[config.mk]
export PLATFORM = sky130hd
export DESIGN_NAME = wlp_ctrl
export DESIGN_NICKNAME = d
export VERILOG_FILES = /design/src/rtl/wlp_pkg.sv /design/src/rtl/wlp_ctrl.sv
export SDC_FILE = /design/constraint.sdc
export NUM_CORES = 1
export LEC_CHECK = 0
export ABC_AREA = 1
export BUFFER_PORTS_ARGS = -buffer_cell sky130_fd_sc_hd__buf_2
export CORE_MARGIN = 1
export CORE_UTILIZATION = 30
export CTS_CLUSTER_DIAMETER = 60
export CTS_CLUSTER_SIZE = 30
export DETAILED_ROUTE_END_ITERATION = 8
export PLACE_DENSITY = 0.63
export SYNTH_ARGS = -nofsm -noshare
export SYNTH_HDL_FRONTEND = slang
export SYNTH_SLANG_ARGS = --single-unit
[constraint.sdc]
create_clock -name clk -period 2 [get_ports clk]
set_clock_uncertainty 0.1 [all_clocks]
set_input_delay 0.1 -clock clk [delete_from_list [all_inputs] [get_ports clk]]
set_output_delay 0.1 -clock clk [all_outputs]
set_load 0.05 [all_outputs]
[src/rtl/wlp_pkg.sv]
// Shared types and constants for the weighted line partition unit.
// Holds the command and status structs that join the controller and datapath.
// Depends on nothing else.
package wlp_pkg;

	// Fixed field widths of the stream items and the register.
	localparam int WEIGHT_W = 16;
	localparam int COST_OUT_W = 40;
	localparam int NG_W = 4;

	// Which address the shared memory read port uses.
	typedef enum logic [1:0] {
		RD_MID  = 2'd0,
		RD_SPLIT = 2'd1,
		RD_LAST = 2'd2
	} rd_sel_t;

	// Commands from the controller to the datapath.
	typedef struct packed {
		logic    load;
		logic    check;
		logic    sweep;
		logic    push_root;
		logic    pop;
		logic    rd_en;
		rd_sel_t rd_sel;
		logic    mid_load;
		logic    k_diff;
		logic    k_mul;
		logic    k_cmp;
		logic    span_end;
		logic    push_left;
		logic    layer_next;
		logic    res_load;
	} cmd_t;

	// Status from the datapath to the controller.
	typedef struct packed {
		logic infeasible;
		logic sweep_last;
		logic stack_empty;
		logic k_none;
		logic k_last;
		logic layer_last;
		logic out_busy;
	} sts_t;

endpackage

[src/rtl/wlp_ctrl.sv]
// Controller state machine for the weighted line partition unit.
// Sequences loading, layer sweeps, stack-driven span solving and the result.
// Depends on wlp_pkg.
module wlp_ctrl (
	input  logic          clk,
	input  logic          arst_n,
	input  logic          in_valid,
	input  logic          in_last,
	output logic          in_ready,
	input  wlp_pkg::sts_t sts,
	output wlp_pkg::cmd_t cmd
);

	typedef enum logic [3:0] {
		S_LOAD,
		S_CHECK,
		S_SWEEP,
		S_ROOT,
		S_POP,
		S_MRD,
		S_MLD,
		S_KRD,
		S_KDIF,
		S_KMUL,
		S_KCMP,
		S_SEND,
		S_PUSHL,
		S_LEND,
		S_FRD,
		S_OUT
	} state_t;

	state_t state_q;

	// Next-state logic and state register.
	always_ff @(posedge clk or negedge arst_n) begin
		if (!arst_n) begin
			state_q <= S_LOAD;
		end else begin
			unique case (state_q)
				S_LOAD: begin
					if (in_valid && in_last) state_q <= S_CHECK;
				end
				S_CHECK: begin
					if (sts.infeasible) state_q <= S_OUT;
					else state_q <= S_SWEEP;
				end
				S_SWEEP: begin
					if (sts.sweep_last) state_q <= S_ROOT;
				end
				S_ROOT: state_q <= S_POP;
				S_POP: begin
					if (sts.stack_empty) state_q <= S_LEND;
					else state_q <= S_MRD;
				end
				S_MRD: state_q <= S_MLD;
				S_MLD: begin
					if (sts.k_none) state_q <= S_SEND;
					else state_q <= S_KRD;
				end
				S_KRD: state_q <= S_KDIF;
				S_KDIF: state_q <= S_KMUL;
				S_KMUL: state_q <= S_KCMP;
				S_KCMP: begin
					if (sts.k_last) state_q <= S_SEND;
					else state_q <= S_KRD;
				end
				S_SEND: state_q <= S_PUSHL;
				S_PUSHL: state_q <= S_POP;
				S_LEND: begin
					if (sts.layer_last) state_q <= S_FRD;
					else state_q <= S_SWEEP;
				end
				S_FRD: state_q <= S_OUT;
				S_OUT: begin
					if (!sts.out_busy) state_q <= S_LOAD;
				end
				default: state_q <= S_LOAD;
			endcase
		end
	end

	// Command decode from the current state.
	always_comb begin
		cmd = '0;
		cmd.rd_sel = wlp_pkg::RD_MID;
		in_ready = 1'b0;
		unique case (state_q)
			S_LOAD: begin
				in_ready = 1'b1;
				cmd.load = in_valid;
			end
			S_CHECK: cmd.check = 1'b1;
			S_SWEEP: cmd.sweep = 1'b1;
			S_ROOT:  cmd.push_root = 1'b1;
			S_POP:   cmd.pop = !sts.stack_empty;
			S_MRD: begin
				cmd.rd_en = 1'b1;
				cmd.rd_sel = wlp_pkg::RD_MID;
			end
			S_MLD: cmd.mid_load = 1'b1;
			S_KRD: begin
				cmd.rd_en = 1'b1;
				cmd.rd_sel = wlp_pkg::RD_SPLIT;
			end
			S_KDIF: cmd.k_diff = 1'b1;
			S_KMUL: cmd.k_mul = 1'b1;
			S_KCMP: cmd.k_cmp = 1'b1;
			S_SEND: cmd.span_end = 1'b1;
			S_PUSHL: cmd.push_left = 1'b1;
			S_LEND: cmd.layer_next = 1'b1;
			S_FRD: begin
				cmd.rd_en = 1'b1;
				cmd.rd_sel = wlp_pkg::RD_LAST;
			end
			S_OUT: cmd.res_load = !sts.out_busy;
			default: cmd = '0;
		endcase
	end

endmodule

==> results.py, run 1 <==
metrics = {
    "timing": {
        "fmax_mhz": 577.4,
        "hold_slack_ns": 0.09714,
        "worstMarginPinSlew_ns": 0.3377,
        "layout_min_cycle_time_ns": 1.732,
        "hold_viol": 0,
        "fin_setup_tns_ns": 0,
        "setup_viol": 0,
        "min_period_over_period_pct": 86.59,
        "slew_viol_final": 0,
        "slew_headroom_pct": 77.48,
        "rsz0062_at_grt": "false",
    },
    "place": {
        "io_buffers": 27,
        "hpwl_um": 1145,
        "dp.cells": 149,
        "placed_cell_area_um2": 696.9,
        "gp_congestion": 0.7686,
    },
    "pwr": {
        "switchingPower_w": 0.0008149,
        "p_int_w": 0.0004697,
        "power_frac_comb_pct": 77.3,
        "power_density_nw_per_um2": 1761,
        "p_leak_nw": 0.5348,
        "pwr-share-seq_pct": 15.0,
        "p_total_w": 0.001285,
        "vdd_drop_max_v": 0.0006949,
        "power.share.clock_pct": 7.7,
        "swShare_pct": 63.44,
    },
    "cts": {
        "h-tree-depth": 1,
        "cts_root_buf": "clkbuf_4",
        "clkLatencyLatePin_ns": 0.23,
        "tritoncts": "yes",
        "holdBufCountCts": 1,
        "clk_path_buf_depth": 2,
        "cts_resized": 0,
        "post_cts_buffers": 0,
        "cts_buffers": 3,
        "clock-sinks": 4,
        "clk_pin_slew_ns": 0.04,
    },
    "grt": {
        "antenna_found_initial": 0,
        "first_global_vias": 562,
        "grt.total_usage_pct": 14.68,
        "grt_max_degree": 11,
        "grt_pass1_wl_um": 2180,
        "gr-total-overflow": 0,
    },
    "flow_run": {
        "max_cap_violations": 0,
    },
    "critical_path": {
        "worst_path_max_delay_cell": "dfrtp_1",
        "endpoint_kind": "output pin",
        "path_cells": "inv_1, ha_1, nand3_1, nor2_1, buf_2",
        "r2r_slack_ns": 0.39,
        "cp.required_ns": 1.80,
        "cpPeakStageDelay_ns": 0.39,
        "crit_fanout": 6,
        "crit_path_start": "state_q[1]",
        "timing.rr.start": "state_q[1]",
        "path_class": "reg -> out",
        "crit_arrival_ns": 1.53,
        "cp-endpoint": "cmd[11]",
        "r2r_cells": 9,
        "r2r-end": "state_q[0]",
        "worst_setup_path_start_kind": "flip-flop",
    },
    "synthesis": {
        "synth_compound_area_share_pct": 8.858,
        "synth_xor_area_share_pct": 0,
        "synth_area_per_cell_um2": 5.422,
        "synth_simple_gate_area_share_pct": 47.09,
        "synthMuxAreaShare_pct": 0,
        "yosys_warnings": 0,
        "synth_top_family_by_area": "simple AND/OR/NAND/NOR gates",
        "yosysSeqAreaShare_pct": 18.65,
        "syn_nets": 114,
        "syn_inst": 99,
        "synth-seq-cells": 4,
        "yosysUniqueCellTypes": 15,
        "synth_adder_area_share_pct": 9.324,
        "syn_area_um2": 536.8,
    },
    "finish": {
        "final_cell_area_um2": 729.5,
        "multi_input_area_um2": 352.8,
        "regArea_um2": 100.1,
        "top_register": "state_q",
        "reg_top3": "state_q x4",
        "antenna_cells": 0,
        "largest_reg_flops": 4,
        "layout-drive-gt1-share_pct": 25.58,
        "syn2layout_area_growth_pct": 35.90,
        "fin_nets": 146,
        "fillerInstances": 177,
        "instances_no_fill": 153,
    },
    "floorplanning": {
        "core_area_um2": 1594,
        "io_pins": 28,
        "fp.dieH_um": 44.30,
        "die_w_um": 44.30,
        "dieArea_um2": 1962,
        "fp-row-count": 14,
        "start_util_pct": 33.67,
    },
    "detailed_routing": {
        "routedWlPerCell_um": 8.693,
        "vias": 676,
        "via_per_inst": 4.418,
        "drc": 0,
        "drt_iter0_drc": 9,
        "wl_um": 1330,
        "dr.pass1.iters": 4,
        "ant_nets": 0,
    },
    "worst_hold_path": {
        "hp-class": "in -> async",
    },
    "outcome": {
        "status": "complete, no violations",
    },
}
==> power by group through the flow <==
stage / registers [W] / clock network (W) / logic, W
2_1_floorplan: 0.000161 / 0 / 0.000825
3_3_place_gp: 0.000193 / 0 / 0.000993
3_5_place_dp: 0.000193 / 0 / 0.000988
4_1_cts: 0.000192 / 0.000107 / 0.000992
5_1_grt: 0.000200 / 0.000107 / 0.00111
6_report: 0.000193 / 0.0000990 / 0.000992
==> cells in the final DEF (no fill, tap or decap), drive strengths merged <==
cell	netlist	layout
nand2	29	29
buf	1	27
inv	21	21
nor2	19	19
nand3	9	9
o21ai	5	5
ha	4	4
dfrtp	4	4
a21oi	3	3
clkbuf	0	3
o211ai	1	1
nand3b	1	1
or2	1	1
nand4	1	1
dlygate4sd3	0	1
==> how the worst min path moves through the flow <==
| stage | to | depth (start not counted) |
|---|---|---|
| floorplan | state_q[0] | 0 |
| global placement | state_q[3] | 1 |
| detailed placement | state_q[3] | 1 |
| CTS | state_q[0] | 2 |
| global route | state_q[1] | 2 |
| finish | state_q[0] | 2 |
==> Yosys cell counts, drive strengths merged <==
master | count | area share, %
nand2 | 29 | 20
inv | 21 | 15
nand3b | 1 | 1.4
or2 | 1 | 1.2
buf | 1 | 1.4
o211ai | 1 | 1.4
nand4 | 1 | 1.2
nand3 | 9 | 8.4
dfrtp | 4 | 19
o21ai | 5 | 4.7
a21oi | 3 | 2.8
ha | 4 | 9.3
nor2 | 19 | 15
==> logic make-up (layout without fill, tap and decap cells) <==
| logic type | count (synthesis) | in the layout |
|---|---|---|
| AND/OR/NAND/NOR | 60 | 60 |
| buffers and inverters | 22 | 52 |
| AO/OA/AOI/OAI | 9 | 9 |
| adder cells (fa/ha/maj) | 4 | 4 |
| flip-flops | 4 | 4 |
==> metrics by stage <==
stage	setup slack, ns	util, %
2_1_floorplan	0.02868	-
3_3_place_gp	0.3656	43.72
3_5_place_dp	0.4181	43.72
4_1_cts	0.2502	45.76
5_1_grt	0.1461	45.76
6_report	0.2682	45.76
==> per-layer routing <==
metal  vias to the layer above  track usage (%)  share of wire, %
met2                        20            25.88                50
met5                         -                0                 0
li1                        362                -                 -
met3                         0            2.449               4.7
met1                       294            17.75                45
met4                         0            5.455                 0
==> critical path: cells and delay by family (launching register included) <==
kind                     cells  cell delay [ns]
buffers and inverters        2             0.37
AND/OR/NAND/NOR              2             0.26
flip-flops                   1             0.39
adder cells (fa/ha/maj)      1             0.27
==> final cells by class <==
type,count,share of cell area (%)
timing repair buffer,28,19.90
sequential,4,13.72
tap,24,4.117
multi-input combinational,73,48.37
inverter,21,10.81
clock buffer,3,3.087
Note: power is estimated with default switching activity, not from simulation.
==> run 2, diff against run 1 <==
- CORE_UTILIZATION: 30 -> 35
- PLACE_DENSITY: 0.63 -> 0.71
- REMOVE_ABC_BUFFERS: default -> 1
- TNS_END_PERCENT: default -> 20
==> results.py, run 2 (synthesis results as in run 1) <==
metrics = {
    "outcome": {
        "status": "complete, no violations",
    },
    "timing": {
        "slew_headroom_pct": 78.06,
        "min_period_over_period_pct": 86.69,
        "setup_viol": 0,
        "layout_min_cycle_time_ns": 1.734,
        "hold_slack_ns": 0.09814,
        "fin_setup_tns_ns": 0,
        "slew_viol_final": 0,
        "worst_slack_ns": 0.2663,
        "worstMarginPinSlew_ns": 0.3292,
        "hold_viol": 0,
        "rsz0062_at_grt": "false",
        "fmax_mhz": 576.8,
    },
    "critical_path": {
        "timing.rr.start": "state_q[0]",
        "crit_family": "flip-flops",
        "cpPeakStageDelay_ns": 0.40,
        "path_class": "reg -> out",
        "worst_path_max_delay_cell": "dfrtp_1",
        "cp.required_ns": 1.80,
        "r2r-end": "state_q[1]",
        "endpoint_kind": "output pin",
        "path_cells": "inv_1, ha_1, nand2_1, o211ai_1, buf_2",
        "worst_setup_path_start_kind": "flip-flop",
        "path_buf_inv": 2,
        "r2r_cells": 8,
        "crit_fanout": 6,
        "crit_arrival_ns": 1.53,
        "r2r_slack_ns": 0.34,
    },
    "detailed_routing": {
        "vias": 668,
        "via_per_inst": 4.639,
        "wl_um": 1302,
        "dr.pass1.iters": 4,
        "wl_met1_um": 603,
        "ant_nets": 0,
        "dr.max_layer_used": "met4",
        "routedWlPerCell_um": 9.042,
        "wl_met2_um": 623,
        "drt_iter0_drc": 12,
        "drc": 0,
        "routed-wl-met3_um": 58,
    },
    "pwr": {
        "swShare_pct": 63.46,
        "power_frac_comb_pct": 77.3,
        "power_density_nw_per_um2": 1790,
        "p_int_w": 0.0004681,
        "vdd_drop_max_v": 0.0007402,
        "power.share.clock_pct": 7.6,
        "pwr-share-seq_pct": 15.1,
        "switchingPower_w": 0.0008129,
        "p_leak_nw": 0.5350,
    },
    "finish": {
        "fillerInstances": 160,
        "layout_commonest_cell": "nand2_1",
        "largest_reg_flops": 4,
        "instances_no_fill": 144,
        "fin_nets": 146,
        "multi_input_area_um2": 350.3,
        "regArea_um2": 100.1,
        "reg_top3": "state_q x4",
        "final_cell_mix": "29 x nand2_1, 27 x buf_2, 20 x inv_1, 18 x nor2_1, 9 x nand3_1",
        "top_register": "state_q",
        "layout-drive-gt1-share_pct": 24.81,
        "antenna_cells": 0,
        "syn2layout_area_growth_pct": 33.33,
    },
    "grt": {
        "antenna_found_initial": 0,
        "grt.total_usage_pct": 17.43,
        "grt_pass1_wl_um": 1897,
        "first_global_vias": 483,
        "grt_max_degree": 11,
        "gr-total-overflow": 0,
    },
    "cts": {
        "h-tree-depth": 1,
        "cts_resized": 0,
        "clk_path_buf_depth": 2,
        "clock-sinks": 4,
        "clkLatencyLatePin_ns": 0.23,
        "tritoncts": "yes",
        "clk_pin_slew_ns": 0.03,
        "cts_root_buf": "clkbuf_4",
        "cts_buffers": 3,
    },
    "floorplanning": {
        "die_w_um": 41.16,
        "fp-row-count": 13,
        "io_pins": 28,
        "start_util_pct": 39.29,
        "dieArea_um2": 1694,
        "fp.dieH_um": 41.16,
        "core_area_um2": 1366,
    },
    "flow_run": {
        "max_cap_violations": 0,
    },
    "worst_hold_path": {
        "hp-class": "in -> async",
    },
    "place": {
        "dp.cells": 140,
        "gp_congestion": 0.7733,
        "hpwl_um": 1117,
        "dp_slack_ns": 0.3391,
        "io_buffers": 27,
    },
}
## run 2: cell counts in the layout (fill, tap and decap cells not counted)
No cell type changed its count.
## run 2: worst reg2reg max path, stage by stage, from the launching register on
cell	delay, ns
dfrtp_1	0.39
inv_1	0.08
ha_1	0.27
nand2_1	0.11
or2_1	0.10
nand2_1	0.06
nor2_1	0.25
nand2_1	0.10
o21ai_0	0.10
## run 2: worst max path at each step
stage	start	endpoint	slack (ns)	cells after the start
global route	state_q[0]	cmd[10]	0.14	5
finish	state_q[0]	cmd[10]	0.27	5
global placement	state_q[0]	state_q[1]	0.37	7
detailed placement	state_q[0]	state_q[1]	0.34	8
CTS	state_q[0]	cmd[10]	0.26	5
floorplan	state_q[1]	state_q[0]	-0.04	11
## run 2: final cells by class
type | instances | area share [%]
multi-input cells | 73 | 48.95
well taps | 15 | 2.622
flip-flops and latches | 4 | 13.99
repair buffers | 28 | 20.28
inverters | 21 | 11.01
clock buffers | 3 | 3.147
## run 2: power groups by stage
| stage | logic [W] | clock network [W] | registers, W |
|---|---|---|---|
| finish | 0.000990 | 0.0000968 | 0.000194 |
| global route | 0.00111 | 0.000103 | 0.000202 |
| CTS | 0.000997 | 0.000101 | 0.000193 |
| detailed placement | 0.000993 | 0 | 0.000194 |
| global placement | 0.000983 | 0 | 0.000193 |
| floorplan | 0.000787 | 0 | 0.000182 |
## run 2: through the flow
stage          area [um2]  util, %   power, W
2_1_floorplan       529.3        -  0.0009692
4_1_cts             715.7    52.38   0.001290
3_3_place_gp        683.2    50.00   0.001175
3_5_place_dp        683.2    50.00   0.001187
6_report            715.7    52.38   0.001281
5_1_grt             715.7    52.38   0.001417
## run 2: what timing repair did
| item | 4_1_cts | 5_1_grt |
|---|---|---|
| buffers inserted | 0 | 0 |
| setup endpoints to repair | 0 | 0 |
| hold buffers | 1 | 0 |
| endpoints found under the hold margin | 4 | 0 |
## run 2: layer usage
layer / vias to the layer above / track usage (%)
met3: 2 / 3.261
met1: 281 / 19.87
met4: 0 / 9.677
li1: 363 / -
met5: - / 0
met2: 22 / 30.08
==> run 3, diff against run 2 <==
- CTS_BUF_LIST: default -> sky130_fd_sc_hd__clkbuf_16
- REMOVE_ABC_BUFFERS: 1 -> default
==> results.py, run 3 (synthesis results as in run 1) <==
metrics = {
    "finish": {
        "fillerInstances": 148,
        "final_cell_area_um2": 770.7,
        "fin_nets": 146,
        "syn2layout_area_growth_pct": 43.59,
        "final_cell_mix": "29 x nand2_1, 27 x buf_2, 20 x inv_1, 17 x nor2_1, 9 x nand3_1",
        "largest_reg_flops": 4,
        "layout_commonest_cell": "nand2_1",
        "antenna_cells": 0,
        "reg_top3": "state_q x4",
        "layout-drive-gt1-share_pct": 25.58,
        "top_register": "state_q",
    },
    "detailed_routing": {
        "wl_um": 1356,
        "drc": 0,
        "via_per_inst": 4.722,
        "vias": 680,
        "dr.pass1.iters": 4,
        "routedWlPerCell_um": 9.417,
        "drt_iter0_drc": 20,
        "ant_nets": 0,
    },
    "place": {
        "io_buffers": 27,
        "hpwl_um": 1123,
        "dp_slack_ns": 0.3643,
        "gp_congestion": 0.8757,
        "placed_cell_area_um2": 685.7,
    },
    "floorplanning": {
        "core_area_um2": 1366,
        "io_pins": 28,
        "start_util_pct": 39.29,
        "fp-row-count": 13,
        "die_w_um": 41.16,
        "dieArea_um2": 1694,
        "fp.dieH_um": 41.16,
    },
    "grt": {
        "grt.total_usage_pct": 18.46,
        "use_met1_pct": 21.24,
        "grt_pass1_wl_um": 2063,
        "use_met3_pct": 4.891,
        "gr-total-overflow": 0,
        "grtUsageMet2_pct": 32.81,
        "top_usage_layer": "met2",
        "grt_max_degree": 11,
        "antenna_found_initial": 0,
        "first_global_vias": 558,
    },
    "timing": {
        "hold_viol": 0,
        "rsz0062_at_grt": "false",
        "hold_slack_ns": 0.1069,
        "slew_headroom_pct": 76.32,
        "worst_slack_ns": 0.2869,
        "fin_setup_tns_ns": 0,
        "fmax_mhz": 583.7,
        "worstMarginPinSlew_ns": 0.3552,
        "layout_min_cycle_time_ns": 1.713,
        "slew_viol_final": 0,
        "setup_viol": 0,
        "min_period_over_period_pct": 85.65,
    },
    "cts": {
        "cts_buffers": 3,
        "clk_path_buf_depth": 2,
        "clk_pin_slew_ns": 0.03,
        "cts_root_buf": "clkbuf_16",
        "tritoncts": "yes",
        "post_cts_buffers": 0,
        "clkLatencyLatePin_ns": 0.22,
        "clock-sinks": 4,
        "h-tree-depth": 1,
    },
    "critical_path": {
        "cp.required_ns": 1.80,
        "worst_setup_path_start_kind": "flip-flop",
        "endpoint_kind": "output pin",
        "crit_fanout": 6,
        "crit_arrival_ns": 1.51,
        "worst_path_max_delay_cell": "dfrtp_1",
        "path_cells": "inv_1, ha_1, nand2_1, o211ai_1, buf_2",
        "path_class": "reg -> out",
        "cpPeakStageDelay_ns": 0.40,
    },
    "pwr": {
        "vdd_drop_max_v": 0.0009247,
        "p_leak_nw": 0.5580,
        "power_density_nw_per_um2": 1936,
    },
    "outcome": {
        "status": "complete, no violations",
    },
    "flow_run": {
        "max_cap_violations": 0,
    },
    "worst_hold_path": {
        "hp-class": "in -> reg",
    },
}
[run 3: path summary, 6_finish.rpt]
path / startpoint / end / slack, ns / cells after the start
worst max-delay path: state_q[0] / cmd[10] / 0.29 / 5
worst min-delay path: sts[6] / state_q[0] / 0.11 / 5
worst max register to register: state_q[0] / state_q[1] / 0.35 / 8
worst min register to register: state_q[0] / state_q[0] / 0.48 / 2
max in group asynchronous: arst_n / state_q[0] / 1.57 / 2
min in group asynchronous: arst_n / state_q[2] / 0.12 / 2
[run 3: area by class of cell]
class / instances / area [um2] / area share [%]
clock buffers: 3 / 75.07 / 9.740
inverters: 21 / 78.83 / 10.23
multi-input cells: 73 / 352.8 / 45.78
flip-flops and latches: 4 / 100.1 / 12.99
well taps: 15 / 18.77 / 2.435
repair buffers: 28 / 145.1 / 18.83
[run 3: report_power, final]
group | total (W) | switching [W] | leakage (nW) | internal [W]
Sequential | 0.000197 | 0.0000694 | 0.0483 | 0.000128
Combinational | 0.000987 | 0.000713 | 0.473 | 0.000274
Clock | 0.000308 | 0.0000528 | 0.0370 | 0.000255
[run 3: critical path, delay by kind of cell (launching register included)]
family	cells	cell delay, ns
simple gates	1	0.14
buf+inv	2	0.38
fa+ha+maj	1	0.26
compound gates	1	0.11
flops	1	0.40
[run 3: through the flow]
step                utilization, %  std cells  power (W)
finish                       56.41        144   0.001492
CTS                          56.41        144   0.001495
floorplan                        -         99  0.0009864
detailed placement           50.18        140   0.001177
global placement             50.18        140   0.001172
global route                 56.41        144   0.001620
[run 3: repair_timing]
action | in CTS | in global routing
resized for setup | 0 | 0
hold endpoints to repair | 4 | 0
hold buffers | 1 | 0
[run 3: metal layers]
layer	wire length [um]	up-vias
li1	-	362
met2	643	23
met4	0	0
met3	79	0
met1	632	295
met5	0	-
